<file path="src/rtl/radix_histogram_partition_top_assert.svh">
// ----------------------------------------------------------------------------
// radix_histogram_partition_top_assert.svh
// Assertion macros shared by the radix partitioner RTL.
// ----------------------------------------------------------------------------
`ifndef RADIX_HISTOGRAM_PARTITION_TOP_ASSERT_SVH
`define RADIX_HISTOGRAM_PARTITION_TOP_ASSERT_SVH

// Same-cycle implication, clocked on clk_i, off during reset.
`define RHP_ASSERT_IMPL(label, ante, cons, msg) \
  label: assert property (@(posedge clk_i) disable iff (!rst_ni) (ante) |-> (cons)) \
    else $error(msg);

// Next-cycle implication, clocked on clk_i, off during reset.
`define RHP_ASSERT_NEXT(label, ante, cons, msg) \
  label: assert property (@(posedge clk_i) disable iff (!rst_ni) (ante) |=> (cons)) \
    else $error(msg);

`endif

</file>
<file path="src/rtl/rhp_pkg.sv">
// ----------------------------------------------------------------------------
// rhp_pkg
// Types and constants of the radix histogram partitioner.
// ----------------------------------------------------------------------------
package rhp_pkg;

  localparam int unsigned KEY_W      = 32;
  localparam int unsigned PAY_W      = 32;
  localparam int unsigned DEST_W     = 15;
  localparam int unsigned BKT_W      = 6;
  localparam int unsigned STATUS_W   = 2;
  localparam int unsigned SHIFT_W    = 5;
  localparam int unsigned PAD_W      = 8;
  localparam int unsigned CFG_DATA_W = 32;
  localparam int unsigned CFG_ADDR_W = 3;
  localparam int unsigned Q_DEPTH    = 4;

  // request codes
  localparam logic REQ_LOAD = 1'b0;
  localparam logic REQ_EMIT = 1'b1;

  // result status codes
  localparam logic [STATUS_W-1:0] ST_LOADED  = 2'd0;
  localparam logic [STATUS_W-1:0] ST_PLACED  = 2'd1;
  localparam logic [STATUS_W-1:0] ST_DROPPED = 2'd2;
  localparam logic [STATUS_W-1:0] ST_EMPTY   = 2'd3;

  // register select, paddr[2]
  localparam logic REG_SHIFT = 1'b0;
  localparam logic REG_PAD   = 1'b1;

  typedef enum logic [2:0] {
    CMD_LOAD,
    CMD_DROP,
    CMD_EMPTY,
    CMD_FIRST,
    CMD_EMIT
  } rhp_cmd_e;

  typedef enum logic [2:0] {
    S_CLR,
    S_IDLE,
    S_LD_WR,
    S_PFX,
    S_EM_T,
    S_EM_S
  } rhp_state_e;

  typedef struct packed {
    logic [SHIFT_W-1:0] shift;
    logic [PAD_W-1:0]   pad;
  } rhp_cfg_t;

  typedef struct packed {
    logic init_done;
  } rhp_stat_t;

  // radix field before masking: (key - 1) >> shift, key - 1 wraps
  function automatic logic [KEY_W-1:0] radix_field(input logic [KEY_W-1:0]   key,
                                                   input logic [SHIFT_W-1:0] shift);
    return (key - KEY_W'(1)) >> shift;
  endfunction

endpackage

</file>
<file path="src/rtl/rhp_req_if.sv">
// ----------------------------------------------------------------------------
// rhp_req_if
// Request channel: load or emit, with key and payload.
// ----------------------------------------------------------------------------
interface rhp_req_if import rhp_pkg::*; ();
  logic             valid;
  logic             ready;
  logic             req_type;
  logic [KEY_W-1:0] key;
  logic [PAY_W-1:0] payload;

  modport source (output valid, req_type, key, payload, input ready);
  modport sink   (input valid, req_type, key, payload, output ready);
endinterface

</file>
<file path="src/rtl/rhp_front.sv">
// ----------------------------------------------------------------------------
// rhp_front
// Request classifier: tracks batch fill and emit order, queues commands.
// ----------------------------------------------------------------------------
module rhp_front import rhp_pkg::*; #(
  parameter int unsigned MAX_TUPLES = 1024,
  localparam int unsigned AW = $clog2(MAX_TUPLES),
  localparam int unsigned CW = $clog2(MAX_TUPLES + 1),
  localparam int unsigned EW = $bits(rhp_cmd_e) + 1 + AW + KEY_W + PAY_W
) (
  input  logic          clk_i,
  input  logic          rst_ni,
  rhp_req_if.sink       req,
  input  rhp_stat_t     stat_i,
  input  logic          q_full_i,
  output logic          q_push_o,
  output logic [EW-1:0] q_data_o
);

  typedef struct packed {
    rhp_cmd_e         cmd;
    logic             last;
    logic [AW-1:0]    idx;
    logic [KEY_W-1:0] key;
    logic [PAY_W-1:0] payload;
  } entry_t;

  entry_t        ent;
  logic          accept;
  logic [CW-1:0] stored_q, stored_d;
  logic [CW-1:0] rp_q, rp_d, rp_cur;
  logic          phase_q, phase_d;
  logic          is_last;

  assign req.ready = !q_full_i && stat_i.init_done;
  assign accept    = req.valid && req.ready;
  assign q_push_o  = accept;
  assign q_data_o  = ent;

  always_comb begin
    stored_d    = stored_q;
    phase_d     = phase_q;
    rp_d        = rp_q;
    rp_cur      = phase_q ? rp_q : '0;
    is_last     = (rp_cur + CW'(1)) >= stored_q;
    ent.cmd     = CMD_DROP;
    ent.last    = 1'b0;
    ent.idx     = stored_q[AW-1:0];
    ent.key     = req.key;
    ent.payload = req.payload;
    if (req.req_type == REQ_LOAD) begin
      // loads are dropped once a batch has started emitting or the store is full
      if (!phase_q && (stored_q < CW'(MAX_TUPLES))) begin
        ent.cmd = CMD_LOAD;
        if (accept) begin
          stored_d = stored_q + CW'(1);
        end
      end
    end else if (stored_q == '0) begin
      ent.cmd = CMD_EMPTY;
    end else begin
      ent.cmd  = phase_q ? CMD_EMIT : CMD_FIRST;
      ent.last = is_last;
      ent.idx  = rp_cur[AW-1:0];
      if (accept) begin
        if (is_last) begin
          stored_d = '0;
          phase_d  = 1'b0;
          rp_d     = '0;
        end else begin
          phase_d = 1'b1;
          rp_d    = rp_cur + CW'(1);
        end
      end
    end
  end

  always_ff @(posedge clk_i or negedge rst_ni) begin
    if (!rst_ni) begin
      stored_q <= '0;
      phase_q  <= 1'b0;
      rp_q     <= '0;
    end else begin
      stored_q <= stored_d;
      phase_q  <= phase_d;
      rp_q     <= rp_d;
    end
  end

endmodule

</file>
<file path="src/flat_wrapper.sv">
// flat-port wrapper written by rule: the top's interface ports become plain ports
module rhp_front_flat import rhp_pkg::*;
#(
  parameter int unsigned MAX_TUPLES = 1024,
  localparam int unsigned AW = $clog2(MAX_TUPLES),
  localparam int unsigned CW = $clog2(MAX_TUPLES + 1),
  localparam int unsigned EW = $bits(rhp_cmd_e) + 1 + AW + KEY_W + PAY_W
)
  (clk_i, rst_ni, stat_i, q_full_i, q_push_o, q_data_o, req_valid, req_req_type, req_key, req_payload, req_ready);
  rhp_req_if req_i ();
  input  logic clk_i;
  input  logic rst_ni;
  input  rhp_stat_t stat_i;
  input  logic q_full_i;
  output logic q_push_o;
  output logic [EW-1:0] q_data_o;
  input wire logic [$bits(req_i.valid)-1:0] req_valid;
  input wire logic [$bits(req_i.req_type)-1:0] req_req_type;
  input wire logic [$bits(req_i.key)-1:0] req_key;
  input wire logic [$bits(req_i.payload)-1:0] req_payload;
  output wire logic [$bits(req_i.ready)-1:0] req_ready;
  assign req_i.valid = req_valid;
  assign req_i.req_type = req_req_type;
  assign req_i.key = req_key;
  assign req_i.payload = req_payload;
  assign req_ready = req_i.ready;
  rhp_front #(.MAX_TUPLES(MAX_TUPLES)) u_core (.clk_i(clk_i), .rst_ni(rst_ni), .req(req_i), .stat_i(stat_i), .q_full_i(q_full_i), .q_push_o(q_push_o), .q_data_o(q_data_o));
endmodule
</file>
<file path="config.mk">
export PLATFORM = sky130hd
export DESIGN_NAME = rhp_front_flat
export DESIGN_NICKNAME = d
export VERILOG_FILES = /design/src/rtl/radix_histogram_partition_top_assert.svh /design/src/rtl/rhp_pkg.sv /design/src/rtl/rhp_req_if.sv /design/src/rtl/rhp_front.sv /design/src/flat_wrapper.sv
export SDC_FILE = /design/constraint.sdc
export NUM_CORES = 1
export LEC_CHECK = 0
export BUFFER_PORTS_ARGS = -buffer_cell sky130_fd_sc_hd__buf_2
export CAP_MARGIN = 10
export CORE_MARGIN = 2
export CORE_UTILIZATION = 46
export CTS_BUF_LIST = sky130_fd_sc_hd__clkbuf_16
export CTS_CLUSTER_DIAMETER = 100
export DETAILED_ROUTE_END_ITERATION = 10
export MAX_ROUTING_LAYER = met4
export PLACE_DENSITY = 0.9
export SYNTH_ARGS = -nofsm -noshare
export SYNTH_HDL_FRONTEND = slang
export SYNTH_SLANG_ARGS = --single-unit
export TNS_END_PERCENT = 1
</file>
<file path="constraint.sdc">
create_clock -name clk_i -period 10.3 [get_ports clk_i]
set_clock_uncertainty 0.2 [all_clocks]
set_input_delay 2.06 -clock clk_i [delete_from_list [all_inputs] [get_ports clk_i]]
set_output_delay 2.06 -clock clk_i [all_outputs]
set_load 0.02 [all_outputs]
</file>
==> impl_metrics.csv <==
group,metric,value,unit
cells_and_area,mostFrequentLayoutCell,"sky130_fd_sc_hd__nand2_1",
cells_and_area,finish.cell_count_without_fillers,299,
route,via_per_inst,5.95,
synth,syn-instance-count,279,
cells_and_area,layout.cell_area.non_filler,2000,µm²
placement,finalWeightedCongestion,0.963,
clock_network,clock_tree.buffer_depth,2,
power,logic_pwr_share,37.7,%
placement,cells_after_dpl,295,
power,power.leakage,0.000899,µW
synth,synthesized_area_per_cell,8.08,µm²
synth,synth-main-ff-cell,"sky130_fd_sc_hd__dfrtp_1",
timing,final_number_of_setup_violating_endpoints,0,
floorplanning,die-height,74.0,µm
run,maxCapViolations,0,
clock_network,post_cts_resized,0,
worst_setup_path,crit_path_top_delay_cell,"sky130_fd_sc_hd__a221oi_2",
cells_and_area,areaGrowthSynthToFinish,-11.5,%
clock_network,ctsHoldBuffers,0,
clock_network,cts_inserted_buffers,3,
synth,seq_area_frac_synth,25.5,%
timing,slew-limit-headroom,38.1,%
grt,initial_antenna_violation_count,0,
timing,grt_setup_unrepaired,"false",
power,power-per-cell-area,184,nW/µm²
placement,port_buffers,21,
route,finalWirelength,5090,µm
worst_setup_path,crit_top_cell,"sky130_fd_sc_hd__ha_1",
hold_path,min_delay_path_depth,2,
cells_and_area,most-common-layout-cells,"sky130_fd_sc_hd__nand2_1 (41), sky130_fd_sc_hd__dfrtp_1 (23), sky130_fd_sc_hd__buf_2 (21)",
route,num_vias,1778,
floorplanning,floorplan.die_area,5480,µm²
worst_setup_path,r2r_slack,6.02,ns
synth,synth_top_cells_by_area,"sky130_fd_sc_hd__dfrtp_1 (26%), sky130_fd_sc_hd__buf_4 (21%), sky130_fd_sc_hd__ha_1 (7.8%), sky130_fd_sc_hd__nand2_1 (6.8%), sky130_fd_sc_hd__o21ai_0 (3.3%)",
synth,syn_nets,363,
grt,first_global_vias,1712,
placement,placedInstanceArea,1920,µm²
timing,drv_slew,0,
power,worst_voltage_drop_across_the_vdd_grid,91.7,µV
synth,synthDistinctLibCells,41,
power,pwr-share-seq,38.7,%
worst_setup_path,data_required_critical_path,8.04,ns
worst_setup_path,crit_path_max_incr_delay,0.73,ns
outcome,outcome,"finished clean",
grt,total_track_usage,19.8,%
clock_network,tritoncts_num_sinks,23,
route,drcViolationCount,0,
grt,grt_start_max_net_pins,24,
hold_path,worst_hold_path_endpoint,"u_core.rp_q[10]$_DFFE_PN0P_",
route,route.met3.wl,389,µm
clock_network,clock_input_transition_at_the_sequential_cells_of_the_worst_setup_and_hold_paths,0.06,ns
clock_network,htreeDepth,1,
worst_setup_path,worst_r2r_endpoint,"u_core.rp_q[4]$_DFFE_PN0P_",
synth,yosysTopAreaCell,"sky130_fd_sc_hd__dfrtp_1",
synth,synthArstFlopShare,100,%
power,cell_internal_pwr,211,µW
worst_setup_path,cp_num_buf_inv,2,
floorplanning,die_x,74.0,µm
power,clock_power_share,23.6,%
floorplanning,pin_count,150,
worst_setup_path,setup.worst_path.end_class,"output port",
worst_setup_path,r2r_cells,12,
timing,fmaxAchievable,161,MHz
route,highest_layer,"met4",
floorplanning,row_count,25,
placement,post-dp-hpwl,3860,µm
worst_setup_path,worstPathArrival,3.95,ns
cells_and_area,final_layout_size_suffix_gt1_share,15.1,%
grt,grt_overflow_total,0,
cells_and_area,antenna_cells_inserted,0,
synth,synth.top_cell.area_share,25.5,%
hold_path,min-delay-start,"u_core.rp_q[10]$_DFFE_PN0P_",
synth,synth_enable_flop_cells,0,
worst_setup_path,worst-setup-path-type,"reg -> out",
route,initialDrtViolationCount,184,
power,sw_frac_of_total,42.4,%
worst_setup_path,worst_path_fanout_max,15,
floorplanning,floorplan.initialDensity,47.7,%
worst_setup_path,path_cells,"nand2_1, inv_1, ha_1, nand3_1, nor4_1, mux2i_1, ha_1, a21oi_1, o21ai_0, a221oi_2, nor2_1, buf_2",
worst_setup_path,critical-path-top-delay-family,"compound AO/OA/AOI/OAI gates",
clock_network,tritoncts,"built",
hold_path,hold_path.class,"reg -> reg",
clock_network,clk_root_buffer_cell,"sky130_fd_sc_hd__clkbuf_16",
route,routed_wire_length_per_instance,17.0,µm
synth,synth_seq_cells,23,
timing,timing_worst_slew_pin_value,0.928,ns
timing,finalWorstPathRequiredPeriod,6.21,ns
route,detailroute.wirelength.met2,2440,µm
power,power_switching,155,µW
timing,final_hold_fails,0,
clock_network,worstSkewPairLatency,0.26,ns
synth,synth.cell_area,2250,µm²
timing,setup-tns-final,0,ns
route,drtPass1Iterations,5,
clock_network,cts_setup_buffers,0,
synth,yosysWarningCount,0,
worst_setup_path,crit-reg2reg-launch,"u_core.phase_q$_DFFE_PN0P_",
floorplanning,core_area,4720,µm²
route,route.antenna.remaining_nets,0,
cells_and_area,nNetsFinal,317,
worst_setup_path,setup.worst_path.start_class,"flop",
timing,post-route-period-util,60.3,%
grt,grt_first_pass_wirelength,8090,µm
route,wl_met1,2070,µm
-- per-stage QoR --
step,power (µW),utilization [%],hold slack (ns),setup WS (ns)
CTS,366,42.3,0.325,4.21
global route,392,42.3,0.351,3.79
floorplan,274,-,0.250,4.63
detailed placement,279,40.6,0.313,4.52
finish,367,42.3,0.320,4.09
global placement,270,40.6,0.290,4.77
-- kinds of logic (layout without fill, tap and decap cells) --
kind of cell               after synthesis  in the layout  synth area share (%)
buffers and inverters                   89             42                  26.2
and+or+nand+nor                         94             94                  20.0
muxes                                    6              6                  2.77
adders and majority gates               14             14                  7.77
xor gates and xnor gates                 9              9                  3.50
AOI/OAI and AO/OA                       44             44                  14.2
DFF                                     23             23                  25.5
-- how the worst max path moves through the flow --
stage,to,start,slack [ns],cells past startpoint
floorplan,q_data_o[68],req_req_type,4.63,5
global placement,q_data_o[74],u_core.phase_q$_DFFE_PN0P_,4.77,12
detailed placement,q_data_o[74],u_core.phase_q$_DFFE_PN0P_,4.52,12
CTS,q_data_o[74],u_core.phase_q$_DFFE_PN0P_,4.21,12
global route,q_data_o[74],u_core.phase_q$_DFFE_PN0P_,3.79,12
finish,q_data_o[74],u_core.phase_q$_DFFE_PN0P_,4.09,12
-- cell usage after synthesis (2+ instances only) --
cell / number
sky130_fd_sc_hd__nor2_1: 17
sky130_fd_sc_hd__o31ai_1: 2
sky130_fd_sc_hd__ha_1: 14
sky130_fd_sc_hd__buf_6: 2
sky130_fd_sc_hd__nand4_1: 3
sky130_fd_sc_hd__nor4_1: 6
sky130_fd_sc_hd__mux2i_1: 4
sky130_fd_sc_hd__xnor2_1: 8
sky130_fd_sc_hd__o22ai_1: 5
sky130_fd_sc_hd__nor2b_1: 2
sky130_fd_sc_hd__mux2_2: 2
sky130_fd_sc_hd__o21ai_0: 15
sky130_fd_sc_hd__dfrtp_1: 23
sky130_fd_sc_hd__a21oi_1: 8
sky130_fd_sc_hd__nand3_1: 14
sky130_fd_sc_hd__o41ai_1: 2
sky130_fd_sc_hd__buf_2: 2
sky130_fd_sc_hd__or4_4: 2
sky130_fd_sc_hd__inv_1: 17
sky130_fd_sc_hd__buf_4: 64
sky130_fd_sc_hd__o21ai_1: 3
sky130_fd_sc_hd__nand2_1: 41
sky130_fd_sc_hd__clkbuf_1: 4
sky130_fd_sc_hd__and3_1: 2
-- per-layer routing --
layer  GRT usage, %  vias up
met1           23.4      869
met4           10.9        0
met2           32.2       89
met3           2.98       27
li1               -      793
met5              -        -
-- final cells by class --
class                   count  area, µm²
clock buffers               3       75.1
clock inverters             1       5.00
fillers                   465       2730
inverters                  17       63.8
multi-input cells         167       1090
flip-flops and latches     23        576
well taps                  67       83.8
repair buffers             21        105
-- power groups by stage --
stage,combinational [µW],sequential (µW),clock [µW]
detailed placement,137,142,0
finish,138,142,86.7
global route,155,145,91.5
floorplan,148,126,0
global placement,130,141,0
CTS,137,141,88.0
-- worst min-delay path: stages, from the launching register on --
cell                      delay (ns)
sky130_fd_sc_hd__dfrtp_1        0.37
sky130_fd_sc_hd__nand2_1        0.06
sky130_fd_sc_hd__nand2_1        0.05
-- state kept, by name, indices dropped and copies added, names as in the netlist --
name             count
u_core.stored_q     11
u_core.rp_q         11
u_core.phase_q       1
(Power assumes the default switching activity.)
