**src/rtl/radix_histogram_partition_top_assert.svh**
```systemverilog
// ----------------------------------------------------------------------------
// radix_histogram_partition_top_assert.svh
// Assertion macros shared by the radix partitioner RTL.
// ----------------------------------------------------------------------------
`ifndef RADIX_HISTOGRAM_PARTITION_TOP_ASSERT_SVH
`define RADIX_HISTOGRAM_PARTITION_TOP_ASSERT_SVH

// Same-cycle implication, clocked on clk_i, off during reset.
`define RHP_ASSERT_IMPL(label, ante, cons, msg) \
  label: assert property (@(posedge clk_i) disable iff (!rst_ni) (ante) |-> (cons)) \
    else $error(msg);

// Next-cycle implication, clocked on clk_i, off during reset.
`define RHP_ASSERT_NEXT(label, ante, cons, msg) \
  label: assert property (@(posedge clk_i) disable iff (!rst_ni) (ante) |=> (cons)) \
    else $error(msg);

`endif

```
**src/rtl/rhp_fifo.sv**
```systemverilog
// ----------------------------------------------------------------------------
// rhp_fifo
// Short command queue between the classifier and the executor.
// ----------------------------------------------------------------------------
`include "radix_histogram_partition_top_assert.svh"

module rhp_fifo #(
  parameter int unsigned WIDTH = 8,
  parameter int unsigned DEPTH = 4,
  localparam int unsigned PW   = $clog2(DEPTH),
  localparam int unsigned CNTW = $clog2(DEPTH + 1)
) (
  input  logic             clk_i,
  input  logic             rst_ni,
  input  logic             push_i,
  input  logic [WIDTH-1:0] data_i,
  output logic             full_o,
  input  logic             pop_i,
  output logic [WIDTH-1:0] data_o,
  output logic             empty_o
);

  logic [WIDTH-1:0] mem_q [DEPTH];
  logic [PW-1:0]    wr_q, wr_d, rd_q, rd_d;
  logic [CNTW-1:0]  cnt_q, cnt_d;

  assign full_o  = (cnt_q == CNTW'(DEPTH));
  assign empty_o = (cnt_q == '0);
  assign data_o  = mem_q[rd_q];

  always_comb begin
    wr_d  = wr_q;
    rd_d  = rd_q;
    cnt_d = cnt_q;
    if (push_i) begin
      wr_d = (wr_q == PW'(DEPTH - 1)) ? '0 : wr_q + PW'(1);
    end
    if (pop_i) begin
      rd_d = (rd_q == PW'(DEPTH - 1)) ? '0 : rd_q + PW'(1);
    end
    case ({push_i, pop_i})
      2'b10:   cnt_d = cnt_q + CNTW'(1);
      2'b01:   cnt_d = cnt_q - CNTW'(1);
      default: cnt_d = cnt_q;
    endcase
  end

  always_ff @(posedge clk_i or negedge rst_ni) begin
    if (!rst_ni) begin
      wr_q  <= '0;
      rd_q  <= '0;
      cnt_q <= '0;
    end else begin
      wr_q  <= wr_d;
      rd_q  <= rd_d;
      cnt_q <= cnt_d;
    end
  end

  always_ff @(posedge clk_i) begin
    if (push_i) begin
      mem_q[wr_q] <= data_i;
    end
  end

  `RHP_ASSERT_IMPL(a_no_push_full, push_i, !full_o, "queue push while full")
  `RHP_ASSERT_IMPL(a_cnt_range, 1'b1, cnt_q <= CNTW'(DEPTH), "queue count out of range")

endmodule

```
**config.mk**
```make
export PLATFORM = sky130hd
export DESIGN_NAME = rhp_fifo
export DESIGN_NICKNAME = d
export VERILOG_FILES = /design/src/rtl/rhp_fifo.sv
export VERILOG_INCLUDE_DIRS = /design/src /design/src/rtl
export SDC_FILE = /design/constraint.sdc
export NUM_CORES = 1
export LEC_CHECK = 0
export BUFFER_PORTS_ARGS = -buffer_cell sky130_fd_sc_hd__buf_2
export CAP_MARGIN = 20
export CELL_PAD_IN_SITES_DETAIL_PLACEMENT = 0
export CELL_PAD_IN_SITES_GLOBAL_PLACEMENT = 1
export CORE_MARGIN = 2
export CORE_UTILIZATION = 47
export DETAILED_ROUTE_END_ITERATION = 10
export GPL_TIMING_DRIVEN = 0
export PLACE_DENSITY_LB_ADDON = 0.1
export SYNTH_ARGS = -nofsm -noshare
export SYNTH_HDL_FRONTEND = slang
export SYNTH_SLANG_ARGS = --single-unit
```
**constraint.sdc**
```tcl
create_clock -name clk_i -period 1.72 [get_ports clk_i]
set_input_delay 0.086 -clock clk_i [delete_from_list [all_inputs] [get_ports clk_i]]
set_output_delay 0.086 -clock clk_i [all_outputs]
set_load 0.02 [all_outputs]
```
==> flow_metrics.py, run 1 <==
metrics = {
    "clock_tree": {
        "clkTransAtPathRegs_ns": 0.11,
        "cts_tree": "done",
        "htree_levels": 2,
        "clock-sinks": 39,
        "root_buffer": "clkbuf_4",
        "clk_latency_ns": 0.34,
        "cts_buffers": 5,
        "cts_max_path_buffers": 2,
    },
    "logic_synthesis": {
        "ys_seq_elements": 39,
        "synth_nets": 99,
        "synth.distinct_cells": 19,
        "syn_inst": 80,
        "yosysWarnings": 0,
        "synth_area_mm2": 0.00157,
        "syn_area_per_cell_um2": 19.7,
        "yosysSeqAreaShare_pct": 72.2,
    },
    "power_and_ir_drop": {
        "switching_power_uw": 994,
        "combPwrFrac_pct": 40.4,
        "intPower_mw": 2.24,
        "power-per-cell-area_mw_per_mm2": 1620,
        "power.leakage_nw": 0.779,
        "p_sw_share_pct": 30.7,
        "p_seq_share_pct": 41.4,
        "fin_total_pwr_mw": 3.23,
        "p_clk_share_pct": 18.2,
        "vdd_ir_drop_max_v": 0.000815,
    },
    "global_routing": {
        "grt_pass1_wl_um": 3680,
        "grt_antenna_before_repair": 0,
        "grt_pass1_vias": 745,
        "grt_usage_pct": 14.5,
        "grt_max_degree": 13,
        "overflow": 0,
    },
    "sta": {
        "tightest_slew_ns": 0.442,
        "hold_ws_ns": 0.0140,
        "setup_viol": 0,
        "setup_tns_ns": 0,
        "rsz0062_at_grt": "yes",
        "fin_ws_ns": 0.0579,
        "timing.fmax_mhz": 602,
        "slew_viol_final": 0,
        "fin_crit_sh_pct": 96.6,
        "fin_skew_ns": 0.00940,
        "relSlewSlack_pct": 70.6,
        "period_needed_ns": 1.66,
        "hold_viol_final": 0,
    },
    "route": {
        "wl_per_cell_um": 14.8,
        "ant_nets": 0,
        "route.detailed.drc": 0,
        "vias": 790,
        "dr.pass1.iters": 4,
        "drt_iter0_markers": 35,
        "routed_via_density": 4.73,
        "routed_wl_um": 2460,
    },
    "die": {
        "dieHeight_um": 61.8,
        "start_util_pct": 47.9,
        "rows": 21,
        "die_area_mm2": 0.00382,
        "core_area_mm2": 0.00328,
        "dieWidth_um": 61.8,
        "ios": 22,
    },
    "final_layout": {
        "final_cell_area_mm2": 0.00200,
        "area_growth_pct": 27.3,
        "finish.utilization_pct": 61.0,
        "antenna_cells": 0,
        "nets": 139,
        "instances_no_fill": 167,
        "layout-drive-gt1-share_pct": 36.4,
    },
    "critical_path": {
        "r2r_setup_slack_ns": 0.32,
        "arrival_ns": 1.58,
        "startpoint_type": "flip-flop",
        "worst-r2r-cell-count": 5,
        "crit_path_end": "data_o[5]",
        "cp_max_fo": 5,
        "crit_type": "reg2out",
        "regToRegEndpoint": "cnt_q[2]",
        "end_kind": "output pin",
        "r2r-start": "cnt_q[0]",
        "crit_required_ns": 1.63,
        "cp-startpoint": "rd_q[0]",
    },
    "placement": {
        "port_buffers": 21,
        "dp_hpwl_um": 1520,
        "dpl_cell_area_mm2": 0.00174,
        "dp.cells": 147,
        "gp_congestion": 0.689,
        "pre_cts_ws_ns": 0.311,
    },
    "worst_hold_path": {
        "hp-class": "in2reg",
    },
    "outcome": {
        "status": "completed",
    },
    "flow_run": {
        "cap_violations": 0,
    },
}
-- cells in the mapped netlist --
master | instances | area share [%]
mux2_2 | 2 | 1.4
nor3_1 | 1 | 0.32
xor2_1 | 2 | 1.1
inv_1 | 6 | 1.4
or3_1 | 1 | 0.40
mux4_2 | 8 | 11
dfrtp_1 | 7 | 11
xnor2_1 | 1 | 0.56
buf_2 | 1 | 0.32
ha_1 | 6 | 4.8
o21ai_0 | 2 | 0.64
and3_1 | 1 | 0.40
nor2_1 | 2 | 0.48
buf_6 | 1 | 0.72
nand2_1 | 1 | 0.24
mux2i_1 | 1 | 0.64
edfxtp_1 | 32 | 61
fa_1 | 1 | 1.3
and2_1 | 4 | 1.6
-- power groups by stage --
stage                     sequential (mW)  clock (mW)  combinational [mW]
after floorplan                      1.32           0               0.767
after global placement               1.34           0                1.01
after detailed placement             1.35           0                1.03
after CTS                            1.33       0.606                1.07
after global routing                 1.37       0.650                1.44
final                                1.34       0.589                1.31
-- sequential cells by signal (all words and copies together), names as in the netlist --
register,cells
mem_q,32
cnt_q,3
rd_q,2
wr_q,2
-- what timing repair did --
item                                    CTS  global route
resized for setup                         1            18
endpoints found under the setup margin    1             8
gates cloned                              0             1
endpoints found under the hold margin    39             0
buffers inserted                          1             1
hold buffers                              9             0
-- placed cells by master (no fill, tap or decap), types with 2 or more instances in the layout --
cell type,synthesis,routed
edfxtp_1,32,32
buf_2,1,14
dlygate4sd3_1,0,9
mux4_2,8,8
buf_6,1,8
inv_1,6,6
ha_1,6,6
dfrtp_1,7,6
clkbuf_4,0,5
and2_1,4,4
o21ai_0,2,2
nor2_1,2,2
mux2_2,2,2
xor2_1,2,2
buf_4,0,2
-- how the worst min path moves through the flow --
stage,from,to,slack (ns),cells past startpoint
2_1_floorplan,rst_ni,cnt_q[0],-0.21,0
3_3_place_gp,rst_ni,rd_q[1],-0.07,1
3_5_place_dp,rst_ni,rd_q[1],-0.08,1
4_1_cts,push_i,wr_q[0],0.0006,2
5_1_grt,pop_i,rd_q[1],0.02,2
6_report,push_i,wr_q[0],0.01,2
-- layer usage --
| layer | GRT usage, % | part of all wire (%) |
|---|---|---|
| met4 | 6.38 | 1.9 |
| met2 | 21.7 | 50 |
| met1 | 19.4 | 43 |
| met3 | 5.18 | 5.0 |
| met5 | 0 | 0 |
-- kinds of logic after synthesis --
group,Yosys count,synth area share [%]
AO/OA/AOI/OAI,2,0.636
XOR/XNOR,3,1.67
adder cells (fa/ha/maj),7,6.05
buffers and inverters,8,2.47
flip-flops,39,72.2
multiplexers,11,13.5
AND/OR/NAND/NOR,10,3.42
-- critical path, stage by stage, from the launching register on --
cell     delay, ns
dfrtp_2       0.44
buf_12        0.14
mux4_2        0.52
buf_6         0.15
-- layout make-up --
class | instances | area [µm²]
Buffer | 2 | 25.0
Clock buffer | 5 | 37.5
Clock inverter | 3 | 38.8
Fill cell | 235 | 1280
Inverter | 6 | 22.5
Multi-Input combinational cell | 33 | 398
Sequential cell | 39 | 1140
Tap cell | 46 | 57.6
Timing Repair Buffer | 33 | 285
(Power assumes the default switching activity.)
==> inputs of run 2 (changes only) <==
==> constraint.sdc (replaced) <==
create_clock -name clk_i -period 1.72 [get_ports clk_i]
set_input_delay 0.258 -clock clk_i [delete_from_list [all_inputs] [get_ports clk_i]]
set_output_delay 0.258 -clock clk_i [all_outputs]
set_load 0.02 [all_outputs]
==> flow_metrics.py, run 2 (same netlist as run 1, synthesis figures left out) <==
metrics = {
    "placement": {
        "dp.cells": 147,
        "port_buffers": 21,
        "dpl_cell_area_mm2": 0.00174,
        "dp_hpwl_um": 1520,
        "gp_congestion": 0.689,
    },
    "power_and_ir_drop": {
        "p_seq_share_pct": 41.5,
        "p_clk_share_pct": 18.4,
        "switching_power_uw": 991,
        "combPwrFrac_pct": 40.1,
        "power.leakage_nw": 0.745,
        "power-per-cell-area_mw_per_mm2": 1680,
        "intPower_mw": 2.23,
        "p_sw_share_pct": 30.8,
        "vdd_ir_drop_max_v": 0.000845,
        "fin_total_pwr_mw": 3.22,
    },
    "critical_path": {
        "r2r_setup_slack_ns": 0.32,
        "critical_path.slowest_cell": "mux4_2",
        "cp_num_cells": 3,
        "crit_required_ns": 1.46,
        "cp_top_family": "multiplexers",
        "startpoint_type": "flip-flop",
        "path_cells": "buf_12 > mux4_2 > buf_6",
        "regToRegEndpoint": "cnt_q[2]",
        "crit_path_end": "data_o[5]",
        "crit_type": "reg2out",
        "r2r-start": "cnt_q[0]",
        "max_stage_delay_ns": 0.52,
        "cp-startpoint": "rd_q[0]",
        "end_kind": "output pin",
        "worst-r2r-cell-count": 5,
        "cp.buffers_inverters": 2,
        "arrival_ns": 1.57,
        "cp_max_fo": 5,
    },
    "sta": {
        "rsz0062_at_grt": "yes",
        "tightest_slew_ns": 0.437,
        "timing.fmax_mhz": 546,
        "relSlewSlack_pct": 70.9,
        "setup_tns_ns": -0.779,
        "hold_ws_ns": 0.117,
        "slew_viol_final": 0,
        "fin_ws_ns": -0.112,
        "fin_crit_sh_pct": 107,
        "fin_skew_ns": 0.0145,
        "hold_viol_final": 0,
        "setup_viol": 8,
        "period_needed_ns": 1.83,
    },
    "die": {
        "start_util_pct": 47.9,
        "ios": 22,
        "rows": 21,
        "dieWidth_um": 61.8,
        "die_area_mm2": 0.00382,
        "dieHeight_um": 61.8,
        "core_area_mm2": 0.00328,
    },
    "route": {
        "routed_wl_um": 2390,
        "drt_iter0_markers": 18,
        "vias": 760,
        "ant_nets": 0,
        "routed_via_density": 4.78,
        "wl_per_cell_um": 15.0,
        "route.detailed.drc": 0,
        "dr.pass1.iters": 2,
    },
    "final_layout": {
        "layout-drive-gt1-share_pct": 38.9,
        "reg_top3": "mem_q x32, cnt_q x3",
        "layout_common_cells": "edfxtp_1, buf_2, mux4_2, buf_6",
        "regMostFlops": "mem_q",
        "area_growth_pct": 22.2,
        "final_cell_area_mm2": 0.00192,
        "instances_no_fill": 159,
        "largest_reg_flops": 32,
        "n_fill_cell": 249,
        "layout_commonest_cell": "edfxtp_1",
        "nets": 131,
        "antenna_cells": 0,
    },
    "clock_tree": {
        "clk_latency_ns": 0.34,
        "htree_levels": 2,
        "cts_tree": "done",
        "clock-sinks": 39,
        "cts_max_path_buffers": 2,
        "cts_buffers": 5,
        "root_buffer": "clkbuf_4",
        "clkTransAtPathRegs_ns": 0.13,
    },
    "global_routing": {
        "grt_antenna_before_repair": 0,
        "overflow": 0,
        "grt_pass1_wl_um": 3580,
        "grt_max_degree": 13,
        "grt_pass1_vias": 716,
        "grt_usage_pct": 14.2,
    },
    "worst_hold_path": {
        "hp-class": "in2reg",
        "worstHoldPathCells": 1,
    },
    "outcome": {
        "status": "complete, but fails checks",
        "violations": "setup timing",
    },
    "flow_run": {
        "cap_violations": 0,
    },
}
-- run 2: cell count changes in the layout (fill, tap and decap cells not counted), sizes merged --
cell         before  now
dlygate4sd3       9    1
-- run 2: timing repair --
| item | 4_1_cts | 5_1_grt |
|---|---|---|
| buffers inserted | 1 | 1 |
| hold buffers | 1 | 0 |
| cloned | 0 | 1 |
| gates resized for setup | 1 | 18 |
| hold endpoints to repair | 7 | 0 |
| endpoints found under the setup margin | 8 | 8 |
-- run 2: area by class of cell --
class	instances	area (µm²)	share of cell area (%)
sequential	39	1140	59.2
multi-input combinational	33	398	20.7
timing repair buffer	25	205	10.7
tap	46	57.6	2.99
clock inverter	3	38.8	2.02
clock buffer	5	37.5	1.95
buffer	2	25.0	1.30
inverter	6	22.5	1.17
-- run 2: stage by stage --
| stage | setup slack (ns) | util, % |
|---|---|---|
| 2_1_floorplan | 0.375 | - |
| 3_3_place_gp | 0.149 | 52.8 |
| 3_5_place_dp | 0.156 | 52.8 |
| 4_1_cts | -0.167 | 55.8 |
| 5_1_grt | -0.188 | 58.5 |
| 6_report | -0.112 | 58.5 |
-- run 2: worst min-delay path by stage --
stage               startpoint     endpoint  slack (ns)
floorplan               rst_ni     cnt_q[0]       -0.04
global placement        rst_ni      rd_q[1]         0.1
detailed placement      rst_ni      rd_q[1]         0.1
CTS                  data_i[0]  mem_q[1][0]        0.11
global route         data_i[7]  mem_q[0][7]        0.12
finish               data_i[0]  mem_q[1][0]        0.12
-- run 2: power groups by stage --
| stage | registers (mW) | clock network, mW | logic [mW] |
|---|---|---|---|
| final | 1.34 | 0.593 | 1.29 |
| after CTS | 1.33 | 0.606 | 1.06 |
| after floorplan | 1.32 | 0 | 0.767 |
| after global routing | 1.37 | 0.650 | 1.43 |
| after detailed placement | 1.35 | 0 | 1.03 |
| after global placement | 1.34 | 0 | 1.01 |
-- run 2: metal layers --
metal | GRT usage [%] | share of wire (%) | up-vias | wire length, µm
met5 | 0 | 0 | - | 0
met4 | 6.38 | 0.63 | 0 | 15
met1 | 18.5 | 43 | 374 | 1030
met2 | 21.5 | 52 | 18 | 1240
met3 | 5.18 | 4.5 | 2 | 108
li1 | - | - | 366 | -
==> inputs of run 3 (changes only) <==
- BUFFER_PORTS_ARGS: -buffer_cell sky130_fd_sc_hd__buf_2 -> -buffer_cell sky130_fd_sc_hd__buf_4
==> flow_metrics.py, run 3 (same netlist as run 1, synthesis figures left out) <==
metrics = {
    "final_layout": {
        "layout_common_cells": "edfxtp_1, buf_4, mux4_2, buf_6",
        "final_cell_area_mm2": 0.00195,
        "regMostFlops": "mem_q",
        "nets": 131,
        "layout_commonest_cell": "edfxtp_1",
        "reg_top3": "mem_q x32, cnt_q x3",
        "largest_reg_flops": 32,
        "layout-drive-gt1-share_pct": 39.8,
        "antenna_cells": 0,
        "finish.utilization_pct": 59.2,
        "area_growth_pct": 23.7,
        "n_fill_cell": 258,
    },
    "worst_hold_path": {
        "hp-class": "in2reg",
    },
    "global_routing": {
        "grt_antenna_before_repair": 0,
        "grt_pass1_vias": 739,
        "overflow": 0,
        "grt_pass1_wl_um": 3580,
        "grt_max_degree": 13,
        "grt_usage_pct": 14.2,
    },
    "route": {
        "ant_nets": 0,
        "dr.pass1.iters": 4,
        "vias": 778,
        "wl_per_cell_um": 15.0,
        "routed_via_density": 4.89,
        "routed_wl_um": 2390,
        "route.detailed.drc": 0,
        "drt_iter0_markers": 18,
    },
    "clock_tree": {
        "cts_max_path_buffers": 2,
        "htree_levels": 2,
        "clkTransAtPathRegs_ns": 0.12,
        "root_buffer": "clkbuf_4",
        "cts_buffers": 5,
        "clock-sinks": 39,
        "cts_tree": "done",
        "clk_latency_ns": 0.34,
    },
    "critical_path": {
        "r2r_setup_slack_ns": 0.28,
        "crit_required_ns": 1.46,
        "r2r-start": "cnt_q[0]",
        "arrival_ns": 1.60,
        "cp-startpoint": "rd_q[0]",
        "end_kind": "output pin",
        "critical_path.slowest_cell": "mux4_2",
        "path_cells": "buf_8 > mux4_2 > buf_6",
        "worst-r2r-cell-count": 5,
        "max_stage_delay_ns": 0.52,
        "crit_type": "reg2out",
        "regToRegEndpoint": "cnt_q[2]",
        "startpoint_type": "flip-flop",
        "crit_path_end": "data_o[5]",
        "cp_max_fo": 5,
    },
    "sta": {
        "fin_ws_ns": -0.136,
        "hold_ws_ns": 0.119,
        "tightest_slew_ns": 0.459,
        "setup_tns_ns": -0.987,
        "rsz0062_at_grt": "yes",
        "period_needed_ns": 1.86,
        "fin_crit_sh_pct": 108,
        "setup_viol": 8,
        "relSlewSlack_pct": 69.4,
        "hold_viol_final": 0,
        "slew_viol_final": 0,
        "fin_skew_ns": 0.0149,
        "timing.fmax_mhz": 539,
    },
    "placement": {
        "gp_congestion": 0.675,
        "port_buffers": 21,
        "dpl_cell_area_mm2": 0.00179,
        "dp_hpwl_um": 1610,
    },
    "power_and_ir_drop": {
        "power-per-cell-area_mw_per_mm2": 1630,
        "power.leakage_nw": 0.748,
        "fin_total_pwr_mw": 3.16,
        "vdd_ir_drop_max_v": 0.000618,
    },
    "outcome": {
        "violations": "setup timing",
        "status": "complete, but fails checks",
    },
    "die": {
        "rows": 21,
        "dieWidth_um": 61.8,
        "core_area_mm2": 0.00328,
        "start_util_pct": 47.9,
        "dieHeight_um": 61.8,
        "die_area_mm2": 0.00382,
        "ios": 22,
    },
    "flow_run": {
        "cap_violations": 0,
    },
}
[run 3: final cells by class]
cell class                 instances  area, µm²  area share, %
buffer                             2       20.0           1.03
clock buffer                       7       65.1           3.34
clock inverter                     1       7.51          0.386
inverter                           6       22.5           1.16
multi-input combinational         33        398           20.5
sequential                        39       1140           58.5
tap                               46       57.6           2.96
timing repair buffer              25        238           12.2
[run 3: stage by stage]
step,setup WS [ns],instances
2_1_floorplan,0.375,80
3_3_place_gp,0.154,147
3_5_place_dp,0.0999,147
4_1_cts,-0.158,157
5_1_grt,-0.221,159
6_report,-0.136,159
[run 3: how the worst min path moves through the flow]
stage / to / startpoint / cells after the start
detailed placement: cnt_q[0] / rst_ni / 1
finish: mem_q[3][3] / data_i[3] / 1
floorplan: cnt_q[0] / rst_ni / 0
global route: mem_q[1][5] / data_i[5] / 1
CTS: mem_q[3][2] / data_i[2] / 1
global placement: rd_q[1] / rst_ni / 1
[run 3: critical path: cells and delay by family, from the launching register on]
kind                   cells  cell delay (ns)
buffers and inverters      2             0.30
flip-flops                 1             0.44
multiplexers               1             0.52
[run 3: routing by layer]
| layer | wire length, µm | global-route usage (%) | vias to the layer above |
|---|---|---|---|
| met2 | 1170 | 21.8 | 17 |
| li1 | - | - | 370 |
| met1 | 1120 | 17.9 | 389 |
| met4 | 15 | 6.38 | 0 |
| met5 | 0 | 0 | - |
| met3 | 81 | 5.59 | 2 |
[run 3: repair_timing]
action                     CTS  global route
hold buffers                 1             0
buffers inserted             1             1
hold endpoints to repair     7             0
gates cloned                 0             1
gates resized for setup      9             1
setup endpoints to repair    8             8
pin swaps                    0             0
[run 3: power by group]
| part | switching, mW | total, mW | internal [mW] |
|---|---|---|---|
| clock network | 0.287 | 0.526 | 0.239 |
| logic | 0.605 | 1.29 | 0.689 |
| registers | 0.0970 | 1.34 | 1.24 |
